File: src/design/tlfs_pkg.sv
// ----------------------------------------------------------------------------
// tlfs_pkg
// Shared codes and control structs for the three-level feedback scheduler.
// ----------------------------------------------------------------------------
package tlfs_pkg;

  // request codes
  localparam logic REQ_ARRIVAL = 1'b0;
  localparam logic REQ_TICK    = 1'b1;

  // queue level codes, 0 is highest priority
  localparam int unsigned LvlW = 2;
  localparam logic [LvlW-1:0] LVL0 = 2'd0;
  localparam logic [LvlW-1:0] LVL1 = 2'd1;
  localparam logic [LvlW-1:0] LVL2 = 2'd2;

  // configuration register map
  localparam int unsigned CfgW    = 10;
  localparam int unsigned CfgIdxW = 1;
  localparam logic [CfgIdxW-1:0] CFG_QUANTUM0 = 1'd0;
  localparam logic [CfgIdxW-1:0] CFG_QUANTUM1 = 1'd1;

  localparam logic [CfgW-1:0] QUANTUM0_RESET = 10'd2;
  localparam logic [CfgW-1:0] QUANTUM1_RESET = 10'd4;

  // queue control from the scheduler, at most one action per queue per transaction
  typedef struct packed {
    logic push;
    logic pop;
    logic upd;
  } q_ctrl_t;

  // queue status back to the scheduler
  typedef struct packed {
    logic empty;
    logic full;
  } q_stat_t;

endpackage

File: src/design/tlfs_req_if.sv
// ----------------------------------------------------------------------------
// tlfs_req_if
// Request channel: job arrival or time tick, valid/ready handshake.
// ----------------------------------------------------------------------------
interface tlfs_req_if #(
  parameter int JOB_ID_BITS = 4,
  parameter int TIME_BITS   = 10
);
  logic                   valid;
  logic                   ready;
  logic                   req_type;
  logic [JOB_ID_BITS-1:0] job_id;
  logic [TIME_BITS-1:0]   burst_len;

  modport source (output valid, req_type, job_id, burst_len, input ready);
  modport sink   (input valid, req_type, job_id, burst_len, output ready);
endinterface

File: src/design/tlfs_res_if.sv
// ----------------------------------------------------------------------------
// tlfs_res_if
// Result channel: one result per request, valid/ready handshake.
// ----------------------------------------------------------------------------
interface tlfs_res_if #(
  parameter int JOB_ID_BITS = 4
);
  logic                   valid;
  logic                   ready;
  logic                   run_valid;
  logic [JOB_ID_BITS-1:0] run_id;
  logic [1:0]             run_level;
  logic                   finished;
  logic                   demoted;
  logic                   arrival_dropped;

  modport source (output valid, run_valid, run_id, run_level, finished, demoted,
                  arrival_dropped, input ready);
  modport sink   (input valid, run_valid, run_id, run_level, finished, demoted,
                  arrival_dropped, output ready);
endinterface

File: src/design/tlfs_queue.sv
// ----------------------------------------------------------------------------
// tlfs_queue
// Circular job queue with head read, tail push, head pop and head rewrite.
// ----------------------------------------------------------------------------
module tlfs_queue
  import tlfs_pkg::*;
#(
  parameter int DEPTH = 16,
  parameter int WIDTH = 24
) (
  input  logic             clk_i,
  input  logic             rst_ni,
  input  q_ctrl_t          ctrl_i,
  input  logic [WIDTH-1:0] wr_data_i,
  output logic [WIDTH-1:0] head_data_o,
  output q_stat_t          stat_o
);

  localparam int IdxW = $clog2(DEPTH);
  localparam int CntW = $clog2(DEPTH + 1);

  logic [WIDTH-1:0] mem_q [DEPTH];
  logic [IdxW-1:0]  head_q, head_d;
  logic [CntW-1:0]  count_q, count_d;
  logic [CntW:0]    tail_sum;
  logic [CntW:0]    tail_wrap;
  logic [IdxW-1:0]  tail_idx;

  assign head_data_o  = mem_q[head_q];
  assign stat_o.empty = (count_q == '0);
  assign stat_o.full  = (count_q == CntW'(DEPTH));

  // head plus count stays below twice the depth while not full
  assign tail_sum  = (CntW+1)'(head_q) + (CntW+1)'(count_q);
  assign tail_wrap = (tail_sum >= (CntW+1)'(DEPTH)) ? tail_sum - (CntW+1)'(DEPTH)
                                                    : tail_sum;
  assign tail_idx  = tail_wrap[IdxW-1:0];

  always_comb begin
    head_d  = head_q;
    count_d = count_q;
    if (ctrl_i.pop) begin
      head_d = (head_q == IdxW'(DEPTH - 1)) ? '0 : head_q + IdxW'(1);
    end
    if (ctrl_i.push && !ctrl_i.pop) begin
      count_d = count_q + CntW'(1);
    end else if (ctrl_i.pop && !ctrl_i.push) begin
      count_d = count_q - CntW'(1);
    end
  end

  always_ff @(posedge clk_i or negedge rst_ni) begin
    if (!rst_ni) begin
      head_q  <= '0;
      count_q <= '0;
    end else begin
      head_q  <= head_d;
      count_q <= count_d;
    end
  end

  always_ff @(posedge clk_i) begin
    if (ctrl_i.push) begin
      mem_q[tail_idx] <= wr_data_i;
    end else if (ctrl_i.upd) begin
      mem_q[head_q] <= wr_data_i;
    end
  end

endmodule

File: src/design/three_level_feedback_scheduler_unit.sv
// ----------------------------------------------------------------------------
// three_level_feedback_scheduler_unit
// Three-level strict-priority feedback scheduler: arrivals join level 0,
// ticks run the head job of the highest non-empty level and demote on
// quantum expiry when the next level has room.
//
//   channel  | dir | handshake        | payload
//   ---------+-----+------------------+-------------------------------------
//   req      | in  | valid/ready      | req_type, job_id, burst_len
//   res      | out | valid/ready      | run_valid, run_id, run_level,
//            |     |                  | finished, demoted, arrival_dropped
//   cfg      | in  | write enable     | cfg_idx_i, cfg_data_i
//
// one transaction per cycle while each result is taken; a request passes
// through the input register, the single-pass queue head update and the
// result register
// reset empties all three queues and loads quanta 2 and 4; no clearing pass
// a stalled result holds the result register, and the input register then
// holds its transaction until the result is taken
// ----------------------------------------------------------------------------
module three_level_feedback_scheduler_unit
  import tlfs_pkg::*;
#(
  parameter int QUEUE_DEPTH = 16,
  parameter int JOB_ID_BITS = 4,
  parameter int TIME_BITS   = 10
) (
  input  logic               clk_i,
  input  logic               rst_ni,
  input  logic               cfg_we_i,
  input  logic [CfgIdxW-1:0] cfg_idx_i,
  input  logic [CfgW-1:0]    cfg_data_i,
  tlfs_req_if.sink           req,
  tlfs_res_if.source         res
);

  localparam int W01 = JOB_ID_BITS + 2 * TIME_BITS;
  localparam int W2  = JOB_ID_BITS + TIME_BITS;

  // configuration
  logic [CfgW-1:0]      quant0_q, quant1_q;
  logic [TIME_BITS-1:0] qt0, qt1;

  // input register
  logic                   in_vld_q;
  logic                   in_type_q;
  logic [JOB_ID_BITS-1:0] in_id_q;
  logic [TIME_BITS-1:0]   in_burst_q;

  // result register
  logic                   out_vld_q;
  logic                   run_valid_q, run_valid_d;
  logic [JOB_ID_BITS-1:0] run_id_q, run_id_d;
  logic [LvlW-1:0]        run_level_q, run_level_d;
  logic                   finished_q, finished_d;
  logic                   demoted_q, demoted_d;
  logic                   dropped_q, dropped_d;

  logic advance;

  // queues
  q_ctrl_t          c0, c1, c2;
  q_stat_t          s0, s1, s2;
  logic [W01-1:0]   d0, d1, hd0, hd1;
  logic [W2-1:0]    d2, hd2;

  logic                   run;
  logic [LvlW-1:0]        sel_lvl;
  logic [JOB_ID_BITS-1:0] h_id;
  logic [TIME_BITS-1:0]   h_burst, h_quant, burst_dec, arr_burst;
  logic                   fin, expire;

  assign qt0 = TIME_BITS'(quant0_q);
  assign qt1 = TIME_BITS'(quant1_q);

  always_ff @(posedge clk_i or negedge rst_ni) begin
    if (!rst_ni) begin
      quant0_q <= QUANTUM0_RESET;
      quant1_q <= QUANTUM1_RESET;
    end else if (cfg_we_i) begin
      unique case (cfg_idx_i)
        CFG_QUANTUM0: quant0_q <= cfg_data_i;
        CFG_QUANTUM1: quant1_q <= cfg_data_i;
        default: ;
      endcase
    end
  end

  assign advance   = in_vld_q && (!out_vld_q || res.ready);
  assign req.ready = !in_vld_q || advance;

  always_ff @(posedge clk_i or negedge rst_ni) begin
    if (!rst_ni) begin
      in_vld_q <= 1'b0;
    end else if (req.ready) begin
      in_vld_q <= req.valid;
    end
  end

  always_ff @(posedge clk_i) begin
    if (req.ready && req.valid) begin
      in_type_q  <= req.req_type;
      in_id_q    <= req.job_id;
      in_burst_q <= req.burst_len;
    end
  end

  tlfs_queue #(.DEPTH(QUEUE_DEPTH), .WIDTH(W01)) u_queue0 (
    .clk_i, .rst_ni, .ctrl_i(c0), .wr_data_i(d0), .head_data_o(hd0), .stat_o(s0)
  );
  tlfs_queue #(.DEPTH(QUEUE_DEPTH), .WIDTH(W01)) u_queue1 (
    .clk_i, .rst_ni, .ctrl_i(c1), .wr_data_i(d1), .head_data_o(hd1), .stat_o(s1)
  );
  tlfs_queue #(.DEPTH(QUEUE_DEPTH), .WIDTH(W2)) u_queue2 (
    .clk_i, .rst_ni, .ctrl_i(c2), .wr_data_i(d2), .head_data_o(hd2), .stat_o(s2)
  );

  // strict priority pick
  assign run     = !(s0.empty && s1.empty && s2.empty);
  assign sel_lvl = !s0.empty ? LVL0 : (!s1.empty ? LVL1 : LVL2);

  always_comb begin
    h_quant = '0;
    unique case (sel_lvl)
      LVL0:    {h_id, h_burst, h_quant} = hd0;
      LVL1:    {h_id, h_burst, h_quant} = hd1;
      default: {h_id, h_burst} = hd2;
    endcase
  end

  assign fin       = (h_burst <= TIME_BITS'(1));
  assign expire    = (h_quant <= TIME_BITS'(1));
  assign burst_dec = h_burst - TIME_BITS'(1);
  assign arr_burst = (in_burst_q == '0) ? TIME_BITS'(1) : in_burst_q;

  always_comb begin
    c0 = '0;
    c1 = '0;
    c2 = '0;
    d0 = {in_id_q, arr_burst, qt0};
    d1 = {h_id, burst_dec, qt1};
    d2 = {h_id, burst_dec};
    run_valid_d = 1'b0;
    run_id_d    = '0;
    run_level_d = LVL0;
    finished_d  = 1'b0;
    demoted_d   = 1'b0;
    dropped_d   = 1'b0;
    if (advance) begin
      if (in_type_q == REQ_ARRIVAL) begin
        if (s0.full) begin
          dropped_d = 1'b1;
        end else begin
          c0.push = 1'b1;
        end
      end else if (run) begin
        run_valid_d = 1'b1;
        run_id_d    = h_id;
        run_level_d = sel_lvl;
        finished_d  = fin;
        unique case (sel_lvl)
          LVL0: begin
            if (fin) begin
              c0.pop = 1'b1;
            end else if (expire && !s1.full) begin
              c1.push   = 1'b1;
              c0.pop    = 1'b1;
              demoted_d = 1'b1;
            end else if (expire) begin
              // next level full, stay and reload own quantum
              c0.upd = 1'b1;
              d0     = {h_id, burst_dec, qt0};
            end else begin
              c0.upd = 1'b1;
              d0     = {h_id, burst_dec, h_quant - TIME_BITS'(1)};
            end
          end
          LVL1: begin
            if (fin) begin
              c1.pop = 1'b1;
            end else if (expire && !s2.full) begin
              c2.push   = 1'b1;
              c1.pop    = 1'b1;
              demoted_d = 1'b1;
            end else if (expire) begin
              c1.upd = 1'b1;
            end else begin
              c1.upd = 1'b1;
              d1     = {h_id, burst_dec, h_quant - TIME_BITS'(1)};
            end
          end
          default: begin
            if (fin) begin
              c2.pop = 1'b1;
            end else begin
              c2.upd = 1'b1;
            end
          end
        endcase
      end
    end
  end

  always_ff @(posedge clk_i or negedge rst_ni) begin
    if (!rst_ni) begin
      out_vld_q <= 1'b0;
    end else if (advance) begin
      out_vld_q <= 1'b1;
    end else if (res.ready) begin
      out_vld_q <= 1'b0;
    end
  end

  always_ff @(posedge clk_i) begin
    if (advance) begin
      run_valid_q <= run_valid_d;
      run_id_q    <= run_id_d;
      run_level_q <= run_level_d;
      finished_q  <= finished_d;
      demoted_q   <= demoted_d;
      dropped_q   <= dropped_d;
    end
  end

  assign res.valid           = out_vld_q;
  assign res.run_valid       = run_valid_q;
  assign res.run_id          = run_id_q;
  assign res.run_level       = run_level_q;
  assign res.finished        = finished_q;
  assign res.demoted         = demoted_q;
  assign res.arrival_dropped = dropped_q;

endmodule

File: src/flat_wrapper.sv
// flat-port wrapper written by rule: the top's interface ports become plain ports
module three_level_feedback_scheduler_unit_flat import tlfs_pkg::*;
#(
  parameter int QUEUE_DEPTH = 16,
  parameter int JOB_ID_BITS = 4,
  parameter int TIME_BITS   = 10
)
  (clk_i, rst_ni, cfg_we_i, cfg_idx_i, cfg_data_i, req_valid, req_req_type, req_job_id, req_burst_len, req_ready, res_valid, res_run_valid, res_run_id, res_run_level, res_finished, res_demoted, res_arrival_dropped, res_ready);
  tlfs_req_if #(.JOB_ID_BITS(JOB_ID_BITS), .TIME_BITS(TIME_BITS)) req_i ();
  tlfs_res_if #(.JOB_ID_BITS(JOB_ID_BITS)) res_i ();
  input  logic clk_i;
  input  logic rst_ni;
  input  logic cfg_we_i;
  input  logic [CfgIdxW-1:0] cfg_idx_i;
  input  logic [CfgW-1:0] cfg_data_i;
  input wire logic [$bits(req_i.valid)-1:0] req_valid;
  input wire logic [$bits(req_i.req_type)-1:0] req_req_type;
  input wire logic [$bits(req_i.job_id)-1:0] req_job_id;
  input wire logic [$bits(req_i.burst_len)-1:0] req_burst_len;
  output wire logic [$bits(req_i.ready)-1:0] req_ready;
  output wire logic [$bits(res_i.valid)-1:0] res_valid;
  output wire logic [$bits(res_i.run_valid)-1:0] res_run_valid;
  output wire logic [$bits(res_i.run_id)-1:0] res_run_id;
  output wire logic [$bits(res_i.run_level)-1:0] res_run_level;
  output wire logic [$bits(res_i.finished)-1:0] res_finished;
  output wire logic [$bits(res_i.demoted)-1:0] res_demoted;
  output wire logic [$bits(res_i.arrival_dropped)-1:0] res_arrival_dropped;
  input wire logic [$bits(res_i.ready)-1:0] res_ready;
  assign req_i.valid = req_valid;
  assign req_i.req_type = req_req_type;
  assign req_i.job_id = req_job_id;
  assign req_i.burst_len = req_burst_len;
  assign req_ready = req_i.ready;
  assign res_valid = res_i.valid;
  assign res_run_valid = res_i.run_valid;
  assign res_run_id = res_i.run_id;
  assign res_run_level = res_i.run_level;
  assign res_finished = res_i.finished;
  assign res_demoted = res_i.demoted;
  assign res_arrival_dropped = res_i.arrival_dropped;
  assign res_i.ready = res_ready;
  three_level_feedback_scheduler_unit #(.QUEUE_DEPTH(QUEUE_DEPTH), .JOB_ID_BITS(JOB_ID_BITS), .TIME_BITS(TIME_BITS)) u_core (.clk_i(clk_i), .rst_ni(rst_ni), .cfg_we_i(cfg_we_i), .cfg_idx_i(cfg_idx_i), .cfg_data_i(cfg_data_i), .req(req_i), .res(res_i));
endmodule
File: config.mk
export PLATFORM = sky130hd
export DESIGN_NAME = three_level_feedback_scheduler_unit_flat
export DESIGN_NICKNAME = d
export VERILOG_FILES = /design/src/design/tlfs_pkg.sv /design/src/design/tlfs_req_if.sv /design/src/design/tlfs_res_if.sv /design/src/design/tlfs_queue.sv /design/src/design/three_level_feedback_scheduler_unit.sv /design/src/flat_wrapper.sv
export SDC_FILE = /design/constraint.sdc
export NUM_CORES = 1
export LEC_CHECK = 0
export CAP_MARGIN = 5
export CORE_MARGIN = 10
export CORE_UTILIZATION = 45
export CTS_CLUSTER_DIAMETER = 200
export DETAILED_ROUTE_END_ITERATION = 10
export DONT_BUFFER_PORTS = 1
export HOLD_SLACK_MARGIN = 0.06
export SETUP_SLACK_MARGIN = 0.02
export SYNTH_ARGS = -nofsm -noshare
export SYNTH_HDL_FRONTEND = slang
export SYNTH_HIERARCHICAL = 1
export SYNTH_SLANG_ARGS = --single-unit
File: constraint.sdc
create_clock -name clk_i -period 6.7 [get_ports clk_i]
set_clock_uncertainty 0.05 [all_clocks]
set_input_delay 1.005 -clock clk_i [delete_from_list [all_inputs] [get_ports clk_i]]
set_output_delay 1.005 -clock clk_i [all_outputs]
set_load 0.005 [all_outputs]
======== After elaboration in Yosys (flattened, before gate mapping) ========
Memory sizes are Yosys's and may differ from the RTL's.
Index checks and enable logic that the tools add are counted.
storage, ports and cells
  bits in registers ....................... 74
  bits in writable memories ............... 992
  input bits .............................. 31
  output and inout bits ................... 12
  word-level logic and storage cells ...... 182
  memories ................................ 3
cells by class
  $add $sub $neg .......................... 17
  magnitude comparators ................... 5
  equality and inequality tests ........... 7
  muxes and demuxes ....................... 89
  bitwise logic cells ..................... 2
  reduce and logical (&&, ||, !) cells .... 40
memory list
  name                   depth  bits a word  rd ports  clocked after memory_dff  write ports  line              RTL
  u_core.u_queue0.mem_q  16     24           1         0                         1            tlfs_queue.sv:22  logic [WIDTH-1:0] mem_q [DEPTH];
  u_core.u_queue1.mem_q  16     24           1         0                         1            tlfs_queue.sv:22
  u_core.u_queue2.mem_q  16     14           1         0                         1            tlfs_queue.sv:22
operator list
  operator                                                                number
  24-bit two-way mux                                                      8
  10-bit two-way mux                                                      9
  24-bit OR reduction                                                     2
  10-bit one-hot mux with 2 select lines                                  2
  1-bit two-way mux                                                       38
  4-bit two-way mux                                                       9
  5-bit two-way mux                                                       6
  3-bit two-way mux                                                       7
  10-bit by 1-bit <= comparator with 1-bit output, second input constant  2
  10-bit by 1-bit subtractor with 10-bit output, second input constant    2
  4-bit by 5-bit adder with 6-bit output                                  3
  6-bit by 5-bit >= comparator with 1-bit output, second input constant   3
  5-bit by 1-bit adder with 5-bit output, second input constant           3
  5-bit equality test, second input constant                              3
  5-bit logical NOT                                                       3
  5-bit by 1-bit subtractor with 5-bit output, second input constant      3
  14-bit two-way mux                                                      1
  2-bit two-way mux                                                       7
  14-bit OR reduction                                                     1
  4-bit by 1-bit adder with 4-bit output, second input constant           3
  4-bit equality test, second input constant                              3
  1-bit logical AND                                                       12
  4-bit by 1-bit subtractor with 4-bit output, second input constant      3
  1-bit logical NOT                                                       10
  10 further kinds                                                        17

======== Longest topological paths before layout ========
  depth after elaboration ................. 18
  mapped depth ............................ 23
  depth with buffers taken out ............ 20

======== Cells and area by module ========
Netlist, hierarchy kept.
modules (own cells, without submodules)
  module                               instances  cells an instance  area each (µm²)  seq. area each (µm²)
  tlfs_queue (u_core.u_queue0)         1          702                15308.4          11756.3
  tlfs_queue (u_core.u_queue1)         1          703                15300.9          11756.3
  tlfs_queue (u_core.u_queue2)         1          457                9351.5           6951.7
  three_level_feedback_scheduler_unit  1          271                3179.3           1303.8

======== Worst setup path before layout ========
OpenSTA, ideal clock, no wires.
  path type ............................... register to register
  from .................................... register u_core.u_queue1.head_q[1]
  to ...................................... memory u_core.u_queue0.mem_q[4][0] (enable)
  library setup time ...................... 0.435 ns
  arrival ................................. 5.852 ns
  required time ........................... 6.215 ns
  setup slack ............................. 0.363 ns
  cell stages (with the launch flop) ...... 19
  buffers on the path ..................... 3
  clock period less this slack ............ 6.337 ns
  cell sequence ........................... dfrtp_1 buf_2 clkbuf_1 mux4_2 a22oi_1 nand2_1 mux2i_1 a21oi_1 inv_1 ha_1 o221ai_1 nor4_2 nand2_4 o211ai_4 buf_12 inv_1 nor2b_1 o31a_1 nor3_1
RTL lines
  item                    line              RTL
  from (decl)             tlfs_queue.sv:23  logic [IdxW-1:0] head_q, head_d;
  from (signal assigned)  tlfs_queue.sv:54  head_q <= '0;
  from (signal assigned)  tlfs_queue.sv:57  head_q <= head_d;
  to (decl)               tlfs_queue.sv:22

==> impl_metrics.csv <==
group,metric,value,unit
run_status,status,"finished, final reports clean",
die,number_of_ports_placed_on_the_die_boundary,43,
synthesis,yosys_warnings,6,
finish,nFillCells,7453,
sta,grt_setup_unrepaired,"false",
die,die-width,330,um
setup_path,worst_setup_path_start_kind,"flop",
power,net-switching-power,6.36,mW
die,row_count,113,
global_routing,total_global_routing_overflow,0,
clocking,post_cts_hold_buffer_count,1,
sta,worst-slew-pin-transition,1.13,ns
routing,remaining_routing_drc_violations,0,
routing,routed_wl,100,mm
synthesis,synthFlopType,"sky130_fd_sc_hd__edfxtp_1",
clocking,tritoncts.num_buffers,107,
synthesis,area_of_the_mapped_netlist,43100,um2
clocking,tritoncts,"built",
clocking,htree_levels,3,
finish,layout.nets,2331,
power,finalPower,20.8,mW
routing,detail-route-antenna-nets,0,
routing,detail_route.vias_per_cell,5.91,
routing,drt-initial-drc-count,2156,
global_routing,vias_in_the_first_global_route,21818,
sta,max_clock_freq,160,MHz
sta,final_hold_viol_count,0,
setup_path,rr_startpoint,"u_core/u_queue1/head_q[0]",
synthesis,postSynthNetCount,2198,
die,design.die.area,109000,um2
synthesis,yosysUniqueCellTypes,69,
finish,register_area,31800,um2
global_routing,grt_start_max_net_pins,52,
power,swShare,0.306,
setup_path,worstPathRequired,7.16,ns
finish,drive_gt1_frac,0.301,
synthesis,postSynthCellCount,2133,
clocking,cts.reportedPaths.clkPinSlew,0.06,ns
global_routing,global_route.usage.total,0.185,
sta,total_negative_slack,0,ns
clocking,clock_insertion_delay_worst_skew,0.68,ns
die,die-height,330,um
sta,setup-violations-final,0,
synthesis,share_of_flip_flops_with_an_asynchronous_set_or_reset_after_synthesis,0.0460,
synthesis,sequential_share_of_the_synthesized_area,0.736,
setup_path,worst-setup-path-type,"reg -> reg",
power,vdd.ir_drop.worst,0.308,mV
synthesis,synth_seq_cells,1066,
setup_path,regToRegSetupSlack,0.47,ns
setup_path,arrival,6.70,ns
clocking,cts_setup_buffers,0,
die,core-area,95000,um2
sta,layout_worst_path_cycle_share,0.930,
placement,dpl_worst_slack,0.531,ns
setup_path,cp_max_fo,25,
setup_path,critical_path.startpoint,"u_core/u_queue1/head_q[0]",
routing,drt-wirelength-per-cell,27.7,um
synthesis,yosys-top-cells-area,"sky130_fd_sc_hd__edfxtp_1 71%, sky130_fd_sc_hd__mux4_2 13%, sky130_fd_sc_hd__dfrtp_1 2.7%, sky130_fd_sc_hd__a22oi_1 2.3%, sky130_fd_sc_hd__mux2_2 1.2%",
power,seq_power_share,0.458,
finish,areaGrowthSynthToFinish,13.9,%
synthesis,cell_taking_the_most_area_after_synthesis,"sky130_fd_sc_hd__edfxtp_1",
power,p_leak,16.3,nW
clocking,clk_path_buf_depth,3,
clocking,cts-root-buf,"sky130_fd_sc_hd__clkbuf_16",
power,power_per_cell_area,423,nW/um2
synthesis,postSynthAreaPerCell,20.2,um2
placement,finalWeightedCongestion,0.834,
placement,numPortBuffers,0,
die,initial_utilization,0.454,
sta,slew_viol_final,0,
routing,drt-pass1-iter-count,7,
global_routing,wire_length_of_the_first_global_routing_pass,149,mm
placement,detailed_place_hpwl,65.0,mm
clocking,cts_sinks,1066,
sta,layout_min_cycle_time,6.23,ns
routing,dr_total_vias,21411,
min_path,hold_class,"in -> async",
sta,fin_ws,0.467,ns
synthesis,post_synth_edffs,1017,
synthesis,yosysTopAreaCellShare,0.708,
setup_path,reg2reg_to,"u_core/u_queue2/count_q[4]",
power,power_frac_clock,0.289,
run,cap_violations,0,
finish,multi_input_comb_area,10900,um2
power,comb_power_share,0.253,
global_routing,number_of_antenna_violations_at_the_first_check_in_global_routing,0,
setup_path,worstSetupEndpointType,"flop",
power,intPower,14.4,mW
clocking,postCtsResizedCells,0,
sta,relSlewSlack,0.241,
setup_path,reg2reg_depth,18,
[flip-flops by register name, indices dropped and copies added (netlist names), 5 cells and up]
name and cells:
u_core/u_queue1/count_q 5, u_core/u_queue2/mem_q 224, u_core/in_burst_q 10, u_core/u_queue2/count_q 5
u_core/qt0 10, u_core/u_queue1/mem_q 384, u_core/u_queue0/count_q 5, u_core/u_queue0/mem_q 384
u_core/qt1 10
[Yosys cell counts (4+ instances only)]
cell and number:
sky130_fd_sc_hd__edfxtp_1 1017, sky130_fd_sc_hd__mux4_2 248, sky130_fd_sc_hd__a22oi_1 133, sky130_fd_sc_hd__nand2_1 121
sky130_fd_sc_hd__dfrtp_1 47, sky130_fd_sc_hd__mux2_2 45, sky130_fd_sc_hd__clkbuf_1 41, sky130_fd_sc_hd__nor2_1 38
sky130_fd_sc_hd__inv_1 30, sky130_fd_sc_hd__buf_2 29, sky130_fd_sc_hd__ha_1 28, sky130_fd_sc_hd__nor3_1 28
sky130_fd_sc_hd__o21ai_0 24, sky130_fd_sc_hd__a21oi_2 23, sky130_fd_sc_hd__a21oi_1 19, sky130_fd_sc_hd__mux2i_1 17
sky130_fd_sc_hd__nand3_1 17, sky130_fd_sc_hd__nor2b_1 17, sky130_fd_sc_hd__buf_6 16, sky130_fd_sc_hd__xor2_1 16
sky130_fd_sc_hd__buf_4 15, sky130_fd_sc_hd__xnor2_1 14, sky130_fd_sc_hd__and2_1 10, sky130_fd_sc_hd__mux2_4 10
sky130_fd_sc_hd__nand2b_1 10, sky130_fd_sc_hd__o2111ai_1 10, sky130_fd_sc_hd__a21o_1 6, sky130_fd_sc_hd__buf_1 6
sky130_fd_sc_hd__fa_1 6, sky130_fd_sc_hd__nand3_2 5, sky130_fd_sc_hd__nand3b_1 5, sky130_fd_sc_hd__o21a_1 5
sky130_fd_sc_hd__o31ai_1 5, sky130_fd_sc_hd__and3_1 4, sky130_fd_sc_hd__nor4_2 4, sky130_fd_sc_hd__o22ai_1 4
[worst max path at each step]
stage,slack [ns],endpoint
2_1_floorplan,0.36,u_core/u_queue0/mem_q[4][0]
3_3_place_gp,0.64,u_core/u_queue1/mem_q[8][22]
3_5_place_dp,0.53,u_core/u_queue1/mem_q[8][17]
4_1_cts,0.48,u_core/u_queue1/mem_q[9][23]
5_1_grt,0.13,u_core/u_queue2/count_q[4]
6_report,0.47,u_core/u_queue2/count_q[4]
[area by class of cell]
cell class,count,share of cell area
inverter,31,0.00237
timing repair buffer,134,0.0234
tap,1265,0.0322
clock buffer,139,0.0588
clock inverter,60,0.0137
antenna,1,0.0000509
multi-input combinational,926,0.223
sequential,1066,0.647
[worst max-delay path, stage by stage (launching register included)]
cell,delay (ns)
sky130_fd_sc_hd__dfrtp_4,0.75
sky130_fd_sc_hd__buf_4,0.35
sky130_fd_sc_hd__mux4_2,0.53
sky130_fd_sc_hd__a22oi_1,0.48
sky130_fd_sc_hd__nand2_1,0.24
sky130_fd_sc_hd__nor2_1,0.15
sky130_fd_sc_hd__o22ai_1,0.16
sky130_fd_sc_hd__nor2_1,0.23
sky130_fd_sc_hd__nand3_2,0.19
sky130_fd_sc_hd__nand2b_1,0.24
sky130_fd_sc_hd__nor3_1,0.87
sky130_fd_sc_hd__buf_4,0.28
sky130_fd_sc_hd__ha_1,0.30
sky130_fd_sc_hd__inv_1,0.15
sky130_fd_sc_hd__ha_1,0.34
sky130_fd_sc_hd__nor2b_1,0.16
sky130_fd_sc_hd__o21a_1,0.20
sky130_fd_sc_hd__o2111ai_1,0.20
sky130_fd_sc_hd__o311ai_0,0.16
[per-stage QoR]
step                utilization  hold slack [ns]  instance area, um2  instances
floorplan                     -            0.399               43100       2133
global placement          0.480            0.413               45600       3421
detailed placement        0.480            0.423               45600       3421
CTS                       0.517           0.0941               49100       3621
global route              0.517            0.105               49100       3621
finish                    0.517            0.136               49200       3622
[power groups by stage]
stage	registers [mW]	logic [mW]	clock network, mW
after floorplan	9.54	3.15	0
after global placement	9.64	5.11	0
after detailed placement	9.67	5.29	0
after CTS	9.53	5.31	6.13
after global routing	9.56	5.69	6.39
final	9.52	5.27	6.00
[cell families after synthesis]
kind of cell | count (synthesis) | share of synthesized area
AO/OA/AOI/OAI | 251 | 0.0439
XOR/XNOR | 30 | 0.00609
adder cells (fa/ha/maj) | 34 | 0.0109
buffers and inverters | 141 | 0.0179
flip-flops | 1066 | 0.736
multiplexers | 327 | 0.151
AND/OR/NAND/NOR | 284 | 0.0338
[routing by layer]
metal | track usage | part of all wire | vias up
met5 | 0 | 0 | -
met4 | 0.0515 | 0.024 | 0
met3 | 0.0402 | 0.071 | 146
met2 | 0.286 | 0.47 | 774
met1 | 0.264 | 0.43 | 11395
li1 | - | - | 9096
[placed cells by master, fill, tap and decap left out, types with 24 or more instances in the layout]
master / Yosys / final
sky130_fd_sc_hd__a22oi_1: 133 / 133
sky130_fd_sc_hd__buf_4: 15 / 123
sky130_fd_sc_hd__clkbuf_1: 41 / 25
sky130_fd_sc_hd__clkbuf_16: 0 / 109
sky130_fd_sc_hd__dfrtp_1: 47 / 41
sky130_fd_sc_hd__edfxtp_1: 1017 / 1017
sky130_fd_sc_hd__ha_1: 28 / 28
sky130_fd_sc_hd__inv_1: 30 / 30
sky130_fd_sc_hd__mux2_2: 45 / 45
sky130_fd_sc_hd__mux4_2: 248 / 248
sky130_fd_sc_hd__nand2_1: 121 / 121
sky130_fd_sc_hd__nor2_1: 38 / 34
sky130_fd_sc_hd__nor3_2: 0 / 24
sky130_fd_sc_hd__o21ai_0: 24 / 24
Note: power is estimated with default switching activity, not from simulation.
